--- src/hdl/dfbe_pkg.sv ---
// Shared types, codes and calendar helpers for the date field button editor.
package dfbe_pkg;

   // Command codes carried on the request tuser
   typedef enum logic [2:0] {
      CMD_NONE    = 3'd0,
      CMD_ENTER   = 3'd1,
      CMD_BACK    = 3'd2,
      CMD_UP      = 3'd3,
      CMD_DOWN    = 3'd4,
      CMD_REFRESH = 3'd5
   } cmd_type;

   // Field under edit; zero means not editing
   typedef enum logic [2:0] {
      FIELD_NONE    = 3'd0,
      FIELD_WEEKDAY = 3'd1,
      FIELD_DAY     = 3'd2,
      FIELD_MONTH   = 3'd3,
      FIELD_YEAR    = 3'd4
   } field_type;

   typedef struct packed {
      logic [15:0] year;
      logic [3:0]  month;
      logic [4:0]  day;
      logic [2:0]  weekday;
   } date_type;

   typedef struct packed {
      field_type field;
      date_type  date;
   } state_type;

   localparam logic [2:0]  WEEKDAY_MAX   = 3'd6;
   localparam logic [3:0]  MONTH_FIRST   = 4'd1;
   localparam logic [3:0]  MONTH_LAST    = 4'd12;
   localparam logic [3:0]  MONTH_FEB     = 4'd2;
   localparam logic [3:0]  MONTH_APR     = 4'd4;
   localparam logic [3:0]  MONTH_JUN     = 4'd6;
   localparam logic [3:0]  MONTH_SEP     = 4'd9;
   localparam logic [3:0]  MONTH_NOV     = 4'd11;
   localparam logic [4:0]  DAY_FIRST     = 5'd1;
   localparam logic [4:0]  DAYS_LONG     = 5'd31;
   localparam logic [4:0]  DAYS_SHORT    = 5'd30;
   localparam logic [4:0]  DAYS_FEB_LEAP = 5'd29;
   localparam logic [4:0]  DAYS_FEB      = 5'd28;

   localparam logic [2:0]  RESET_WEEKDAY = 3'd0;
   localparam logic [4:0]  RESET_DAY     = 5'd1;
   localparam logic [3:0]  RESET_MONTH   = 4'd1;
   localparam logic [15:0] RESET_YEAR    = 16'd2016;

   // Month length; February is leap when the year is a multiple of four,
   // codes outside 1..12 count as long months
   function automatic logic [4:0] days_in_month(input logic [3:0] month,
                                                input logic [15:0] year);
      logic [4:0] len;
      case (month) inside
         MONTH_FEB: len = (year[1:0] == 2'd0) ? DAYS_FEB_LEAP : DAYS_FEB;
         MONTH_APR, MONTH_JUN, MONTH_SEP, MONTH_NOV: len = DAYS_SHORT;
         default: len = DAYS_LONG;
      endcase
      return len;
   endfunction

endpackage

--- src/hdl/date_field_button_editor.sv ---
// Top level: input stage, date state and result register of the button editor.
// An accepted request transaction is held in the input stage, then loads the result register.
// Throughput: one transaction per cycle unless the result side stalls; the date state
// updates in the same cycle the result register loads; the next request sees it at once.
// Reset: synchronous, active high; date returns to weekday 0, day 1, month 1,
// year 2016, not editing, and both stages empty.
module date_field_button_editor (
   input  logic        clock,
   input  logic        reset,
   input  logic        req_tvalid,
   output logic        req_tready,
   input  logic [31:0] req_tdata,  // clock_weekday[2:0], clock_day[7:3],
                                   // clock_month[11:8], clock_year[27:12], zero[31:28]
   input  logic [2:0]  req_tuser,  // command[2:0]
   output logic        rsp_tvalid,
   input  logic        rsp_tready,
   output logic [31:0] rsp_tdata   // weekday[2:0], day[7:3], month[11:8], year[27:12],
                                   // selected_field[30:28], commit[31]
);
   import dfbe_pkg::*;

   logic        s1_valid_ff;
   cmd_type     s1_cmd_ff;
   date_type    s1_clock_ff;
   logic        rsp_valid_ff;
   logic [31:0] rsp_data_ff;
   state_type   state_ff;
   state_type   state_in;
   logic        commit_in;
   logic        advance;
   date_type    req_clock;

   assign advance    = s1_valid_ff && (!rsp_valid_ff || rsp_tready);
   assign req_tready = !s1_valid_ff || advance;
   assign rsp_tvalid = rsp_valid_ff;
   assign rsp_tdata  = rsp_data_ff;

   assign req_clock.weekday = req_tdata[2:0];
   assign req_clock.day     = req_tdata[7:3];
   assign req_clock.month   = req_tdata[11:8];
   assign req_clock.year    = req_tdata[27:12];

   // Capture the request transaction
   always_ff @(posedge clock) begin
      if (reset) begin
         s1_valid_ff <= 1'b0;
      end else if (req_tready) begin
         s1_valid_ff <= req_tvalid;
      end
      if (req_tready) begin
         s1_cmd_ff   <= cmd_type'(req_tuser);
         s1_clock_ff <= req_clock;
      end
   end

   dfbe_step u_step (
      .cur_state  (state_ff),
      .cmd        (s1_cmd_ff),
      .clock_date (s1_clock_ff),
      .next_state (state_in),
      .commit     (commit_in)
   );

   // Advance the date state with each transaction passed on
   always_ff @(posedge clock) begin
      if (reset) begin
         state_ff.field        <= FIELD_NONE;
         state_ff.date.weekday <= RESET_WEEKDAY;
         state_ff.date.day     <= RESET_DAY;
         state_ff.date.month   <= RESET_MONTH;
         state_ff.date.year    <= RESET_YEAR;
      end else if (advance) begin
         state_ff <= state_in;
      end
   end

   // Hold the result until the consumer takes it
   always_ff @(posedge clock) begin
      if (reset) begin
         rsp_valid_ff <= 1'b0;
      end else if (advance) begin
         rsp_valid_ff <= 1'b1;
      end else if (rsp_tready) begin
         rsp_valid_ff <= 1'b0;
      end
      if (advance) begin
         rsp_data_ff <= {commit_in, state_in.field, state_in.date.year,
                         state_in.date.month, state_in.date.day,
                         state_in.date.weekday};
      end
   end

   // A commit strobe always comes with edit mode left
   assert property (@(posedge clock) disable iff (reset)
      rsp_valid_ff && rsp_data_ff[31] |-> rsp_data_ff[30:28] == FIELD_NONE)
      else $error("commit result while still editing");

   // Selection never leaves the field range
   assert property (@(posedge clock) disable iff (reset)
      state_ff.field <= FIELD_YEAR)
      else $error("selected field out of range");

   // State changes only when a transaction passes to the result side
   assert property (@(posedge clock) disable iff (reset)
      !advance |=> $stable(state_ff))
      else $error("date state changed without a transaction");

   // Both stages are empty after reset
   assert property (@(posedge clock)
      reset |=> !rsp_valid_ff && !s1_valid_ff)
      else $error("stage valid after reset");

endmodule

--- src/hdl/dfbe_step.sv ---
// Next-state logic for one button or refresh transaction.
module dfbe_step (
   input  dfbe_pkg::state_type cur_state,
   input  dfbe_pkg::cmd_type   cmd,
   input  dfbe_pkg::date_type  clock_date,
   output dfbe_pkg::state_type next_state,
   output logic                commit
);
   import dfbe_pkg::*;

   logic       editing;
   logic       up;
   logic [4:0] cur_len;
   logic [4:0] new_len;
   logic [3:0] new_month;
   date_type   d;

   assign editing = (cur_state.field != FIELD_NONE);
   assign up      = (cmd == CMD_UP);
   assign d       = cur_state.date;
   assign cur_len = days_in_month(d.month, d.year);

   // Step the month with wrap and find its length for the day clamp
   always_comb begin
      if (up) begin
         new_month = (d.month >= MONTH_LAST) ? MONTH_FIRST : d.month + 4'd1;
      end else begin
         new_month = (d.month <= MONTH_FIRST) ? MONTH_LAST : d.month - 4'd1;
      end
   end
   assign new_len = days_in_month(new_month, d.year);

   // Decode the command and update selection or date
   always_comb begin
      next_state = cur_state;
      commit     = 1'b0;
      unique case (cmd)
         CMD_ENTER: begin
            unique case (cur_state.field)
               FIELD_NONE:  next_state.field = FIELD_WEEKDAY;
               FIELD_WEEKDAY: next_state.field = FIELD_DAY;
               FIELD_DAY:   next_state.field = FIELD_MONTH;
               FIELD_MONTH: next_state.field = FIELD_YEAR;
               default:     next_state.field = FIELD_WEEKDAY;
            endcase
         end
         CMD_BACK: begin
            if (editing) begin
               next_state.field = FIELD_NONE;
               commit           = 1'b1;
            end
         end
         CMD_UP, CMD_DOWN: begin
            if (editing) begin
               unique case (cur_state.field)
                  FIELD_WEEKDAY: begin
                     if (up) begin
                        next_state.date.weekday =
                           (d.weekday >= WEEKDAY_MAX) ? 3'd0 : d.weekday + 3'd1;
                     end else begin
                        next_state.date.weekday =
                           (d.weekday == 3'd0) ? WEEKDAY_MAX : d.weekday - 3'd1;
                     end
                  end
                  FIELD_DAY: begin
                     if (up) begin
                        next_state.date.day = (d.day >= cur_len) ? DAY_FIRST : d.day + 5'd1;
                     end else begin
                        next_state.date.day = (d.day <= DAY_FIRST) ? cur_len : d.day - 5'd1;
                     end
                  end
                  FIELD_MONTH: begin
                     next_state.date.month = new_month;
                     next_state.date.day   = (d.day > new_len) ? new_len : d.day;
                  end
                  default: begin
                     next_state.date.year = up ? d.year + 16'd1 : d.year - 16'd1;
                  end
               endcase
            end
         end
         CMD_REFRESH: begin
            if (!editing) begin
               next_state.date = clock_date;
            end
         end
         default: begin
            next_state = cur_state;
         end
      endcase
   end

endmodule

--- config.mk ---
export PLATFORM = sky130hd
export DESIGN_NAME = date_field_button_editor
export DESIGN_NICKNAME = d
export VERILOG_FILES = /design/src/hdl/dfbe_pkg.sv /design/src/hdl/date_field_button_editor.sv /design/src/hdl/dfbe_step.sv
export SDC_FILE = /design/constraint.sdc
export NUM_CORES = 1
export LEC_CHECK = 0
export ABC_AREA = 1
export BUFFER_PORTS_ARGS = -buffer_cell sky130_fd_sc_hd__buf_2
export CORE_MARGIN = 2
export CORE_UTILIZATION = 50
export DETAILED_ROUTE_END_ITERATION = 10
export PLACE_DENSITY_LB_ADDON = 0.15
export SLEW_MARGIN = 20
export SYNTH_ARGS = -nofsm -noshare
export SYNTH_HDL_FRONTEND = slang
export SYNTH_SLANG_ARGS = --single-unit
--- constraint.sdc ---
create_clock -name clock -period 3.1 [get_ports clock]
set_clock_uncertainty 0.15 [all_clocks]
set_input_delay 0.62 -clock clock [delete_from_list [all_inputs] [get_ports clock]]
set_output_delay 0.62 -clock clock [all_outputs]
set_load 0.005 [all_outputs]
# After elaboration in Yosys (flattened, before gate mapping)
# Index checks and enable logic that the tools add are counted.
op_classes:
  mux: 29
  add_sub_neg: 8
  n_eq_ne: 18
  order_cmp: 6
  n_reduce_logical: 13
op_table:
  columns: ["operator", "n"]
  rows:
  - ["28-bit two-way mux", 2]
  - ["28-bit case mux with 2 select lines", 1]
  - ["16-bit two-way mux", 2]
  - ["5-bit two-way mux", 6]
  - ["16-bit by 1-bit adder with 16-bit output, second input constant", 1]
  - ["4-bit by 3-bit equality test with 1-bit output, second input constant", 4]
  - ["4-bit equality test, second input constant", 4]
  - ["4-bit two-way mux", 4]
  - ["16-bit by 1-bit subtractor with 16-bit output, second input constant", 1]
  - ["3-bit two-way mux", 5]
  - ["3-bit by 2-bit equality test with 1-bit output, second input constant", 4]
  - ["5-bit case mux with 2 select lines", 1]
  - ["3-bit case mux with 3 select lines", 1]
  - ["4-bit by 2-bit equality test with 1-bit output, second input constant", 2]
  - ["4-bit OR reduction", 2]
  - ["3-bit by 1-bit equality test with 1-bit output, second input constant", 2]
  - ["3-bit equality test, second input constant", 2]
  - ["1-bit two-way mux", 6]
  - ["3-bit case mux with 2 select lines", 1]
  - ["5-bit by 1-bit adder with 5-bit output, second input constant", 1]
  - ["5-bit greater-or-equal comparator", 1]
  - ["5-bit greater-than comparator", 1]
  - ["5-bit by 1-bit <= comparator with 1-bit output, second input constant", 1]
  - ["5-bit by 1-bit subtractor with 5-bit output, second input constant", 1]
  - ["16 further kinds", 18]
totals:
  output_inout_bits: 34
  ff_bits: 96

# Logic depth before layout (Yosys ltp)
depth:
  ltp_word: 12
  ltp_mapped: 23
  ltp_nobuf: 23

# By module
# A second synthesis with hierarchy kept.
hier_totals:
  hier_cells: 709
  area_unflattened_um2: 5775.5
modules_own_cells:
  columns: ["module", "cells_per_inst", "area_per_inst_um2", "instances", "seq_area_each_um2"]
  rows:
  - ["date_field_button_editor", 259, 3303.2, 1, 2552.4]
  - ["dfbe_step", 450, 2472.4, 1, 0.0]

# Worst setup path after synthesis
# OpenSTA, ideal clock, no wires.
synth_timing:
  path_type: "input -> register"
  start: "input rsp_tready"
  end: "register rsp_data_ff[0], in the netlist rsp_tdata[0], enable pin"
  cell_stages: 5
  required_ps: 2542
  slack_ps: 399
  setup_time_ps: 408
  t_arrival_ps: 2142
  n_path_buf: 1
  cell_sequence: "inv_1 nand2_1 nand2_1 clkinv_1 clkbuf_1"
synth_via:
  elab_chain_len: 2
synth_rtl:
  columns: ["element", "line_no", "rtl"]
  rows:
  - ["start, declared", "date_field_button_editor.sv:16", "input logic rsp_tready,"]
  - ["1-bit logical OR", "date_field_button_editor.sv:33", "assign advance = s1_valid_ff && (!rsp_valid_ff || rsp_tready);"]
  - ["1-bit logical AND", "date_field_button_editor.sv:33", null]
  - ["named net advance", "date_field_button_editor.sv:30", "logic advance;"]
  - ["end signal, assigned", "date_field_button_editor.sv:87", "rsp_data_ff <= {commit_in, state_in.field, state_in.date.year,"]
  - ["end, declared", "date_field_button_editor.sv:26", "logic [31:0] rsp_data_ff;"]
# The timed path passes the listed nets, and every way through them passes these cells.
# A chain may end at the register's enable or synchronous reset.

==> impl_metrics.ini <==
[outcome]
run_status = finished clean

[placed_design]
gp_routability_congestion = 0.913
place_hpwl_um = 9470
pre_cts_ws_ns = 0.0722
placed_cells_incl_taps = 863
buffer_ports.inserted = 68

[grt]
first_global_vias = 4784
grt_pass1_wl_um = 21900
number_of_antenna_violations_at_the_first_check_in_global_routing = 0
largest_net_degree_at_the_start_of_global_routing = 46
grtUsageTotal_pct = 23.9
overflow = 0

[clock_network]
clkLatencyLatePin_ns = 0.38
tritoncts = built
htreeDepth = 3
clkSlewWorstSetupHoldPaths_ns = 0.09
clock_tree.root_cell = sky130_fd_sc_hd__clkbuf_8
clock_tree.buffer_depth = 2
cts_buffers = 9
cts.sink_count = 96

[power]
vdd_ir_drop_max_uv = 403
leakagePower_nw = 2.89
power_density_nw_per_um2 = 474
finalPower_mw = 2.99

[detailed_routing]
drtAntennaViolNets = 0
vias_after_detailed_routing = 4859
dr.first_iter.drc_count = 228
wire_per_inst_um = 15.1
remaining_drcs = 0
dr.pass1.iters = 5
final_wirelength_um = 13400
route.detailed.vias_per_inst = 5.50

[cells_and_area]
fillerInstances = 979
number_of_cells_in_the_finished_layout_apart_from_fillers = 884
post_route_cells_drive_above_1_share_pct = 16.0
area_growth_syn_to_layout_pct = 14.3
n_antenna_cell = 0
final_net_count = 808

[worst_setup_path]
regToRegSetupSlack_ns = 0.17
setup.worst_path.start_class = flop
ff2ff_path_depth = 16
setup.worst_path.class = flop to flop
r2r-start = s1_cmd_ff[2]
worst-path-max-fanout = 12
timing.critical_path.required_ns = 3.07
worstReg2RegEnd = rsp_tdata[4]
critical_path_arrival_ns = 2.90
crit_path_end_kind = flop

[sta]
finalWorstPathRequiredPeriod_ns = 2.93
postLayoutSetupSlackWorst_ns = 0.175
setup_viol_count_final = 0
max-slew-margin-rel_pct = 51.0
worst_slew_pin_slew_ns = 0.735
finalHoldViolCount = 0
setup_total_negative_slack_ns = 0
fmax_mhz = 342
report.final.slew_viol_count = 0
finalHoldWorstSlack_ns = 0.258
post-route-period-util_pct = 94.4

[synth]
ys_seq_elements = 96
post_synth_inst_count = 663
yosysTopAreaCellShare_pct = 34.3
netlist_area_um2 = 5520
postSynthNetCount = 732
syn_avg_cell_area_um2 = 8.33
post-synth-top-area-cell = sky130_fd_sc_hd__edfxtp_1
synth_cell_types = 42
ys.warnings.count = 0
synth-seq-area-share_pct = 46.2
synth_top_cells_by_area = sky130_fd_sc_hd__edfxtp_1 34%, sky130_fd_sc_hd__dfxtp_1 12%, sky130_fd_sc_hd__nand2_1 9.5%

[floorplanning]
rows = 38
die_area_um2 = 11900
core_area_um2 = 10800
chipWidth_um = 109
dieHeight_um = 109
io-pin-count = 73
initial_utilization_pct = 51.2

[hold_path]
min_to = s1_clock_ff[1]
timing.hold.worst_path_depth = 1
timing.hold.worst.class = input port to flop
timing.hold.worst.start = req_tdata[1]

[run]
maximum_capacitance_violations = 0
## cell type report
type	instances	area (um2)	share of cell area, %
clock inverters	3	20.0	0.317
multi-input cells	454	2540	40.2
inverters	90	338	5.35
clock buffers	13	181	2.87
repair buffers	88	503	7.97
well taps	140	175	2.77
flip-flops and latches	96	2560	40.5
## what timing repair did
item	4_1_cts	5_1_grt
resized for setup	0	7
endpoints found under the setup margin	0	21
buffers inserted	0	5
hold buffers	0	0
## worst max path at each step
stage	from	to	slack [ns]
final	s1_cmd_ff[2]	rsp_tdata[4]	0.17
after CTS	s1_cmd_ff[2]	rsp_tdata[4]	0.05
after floorplan	rsp_tready	rsp_tdata[0]	0.40
after detailed placement	s1_cmd_ff[2]	rsp_tdata[4]	0.07
after global placement	state_ff[8]	rsp_tdata[4]	0.17
after global routing	state_ff[8]	rsp_tdata[4]	-0.02
## cell usage after synthesis, drive strengths merged
| cell | count |
|---|---|
| a31oi | 1 |
| nor4 | 1 |
| a22oi | 26 |
| o21ai | 55 |
| clkinv | 2 |
| nor3 | 2 |
| a21oi | 59 |
| o21bai | 3 |
| o31ai | 1 |
| nand3 | 45 |
| edfxtp | 63 |
| nor2 | 44 |
| inv | 88 |
| nand2 | 141 |
| fa | 1 |
| nor3b | 1 |
| o22ai | 3 |
| a21o | 1 |
| clkbuf | 14 |
| dfxtp | 33 |
| a21boi | 2 |
| o21a | 1 |
| nand4 | 4 |
| and3 | 1 |
| ha | 29 |
| xnor2 | 8 |
| o211ai | 15 |
| a211oi | 4 |
| xor2 | 6 |
| buf | 9 |
## stage by stage
stage	util [%]	instance area, um2
3_3_place_gp	56.1	6050
4_1_cts	57.9	6250
6_report	58.5	6310
3_5_place_dp	56.1	6050
5_1_grt	58.5	6310
2_1_floorplan	-	5520
## power breakdown
part | internal, mW | total (mW) | switching (mW) | leakage, nW
clock | 0.392 | 0.826 | 0.434 | 0.105
combinational | 0.248 | 0.655 | 0.406 | 1.88
sequential | 1.46 | 1.51 | 0.0554 | 0.904
## state kept, by name, summed over array words and instances, names as in the netlist
signal       flops
rsp_tdata       32
rsp_tvalid       1
s1_clock_ff     28
s1_cmd_ff        3
s1_valid_ff      1
state_ff        31
## worst max-delay path, cell delays in order, from the launching register on
cell	delay, ns
sky130_fd_sc_hd__edfxtp_1	0.46
sky130_fd_sc_hd__inv_1	0.19
sky130_fd_sc_hd__nand3_4	0.20
sky130_fd_sc_hd__nand3_1	0.17
sky130_fd_sc_hd__nand2_1	0.13
sky130_fd_sc_hd__nand2_1	0.11
sky130_fd_sc_hd__nand3_1	0.08
sky130_fd_sc_hd__nand2_1	0.09
sky130_fd_sc_hd__inv_1	0.05
sky130_fd_sc_hd__ha_1	0.17
sky130_fd_sc_hd__o21bai_1	0.16
sky130_fd_sc_hd__and3_1	0.23
sky130_fd_sc_hd__nand4_1	0.11
sky130_fd_sc_hd__nand2_1	0.08
sky130_fd_sc_hd__nand2_1	0.06
sky130_fd_sc_hd__o21ai_2	0.14
sky130_fd_sc_hd__nand2_1	0.08
## per-layer routing
layer  track usage [%]  wire [um]  up-vias
li1                  -          -     2422
met1              26.9       5510     2321
met2              44.5       7040      101
met3              5.74        635       15
met4              6.87        201        0
met5                 0          0        -
## placed cells by master (no fill, tap or decap), drive strengths merged, types with 26 or more instances in the layout
cell type and n:
edfxtp 63, inv 91, nand2 141, nor2 44
o21ai 55, dfxtp 33, ha 29, nand3 45
buf 88, a22oi 26, a21oi 59
## logic make-up after synthesis
kind of cell    Yosys count  share of synthesized area (%)
compound gates          171                           18.3
xor+xnor                 14                           2.22
fa+ha+maj                30                           6.93
buf+inv                 113                           8.23
flops                    96                           46.2
simple gates            239                           18.1
No activity file was read; power rests on OpenSTA's default activity.
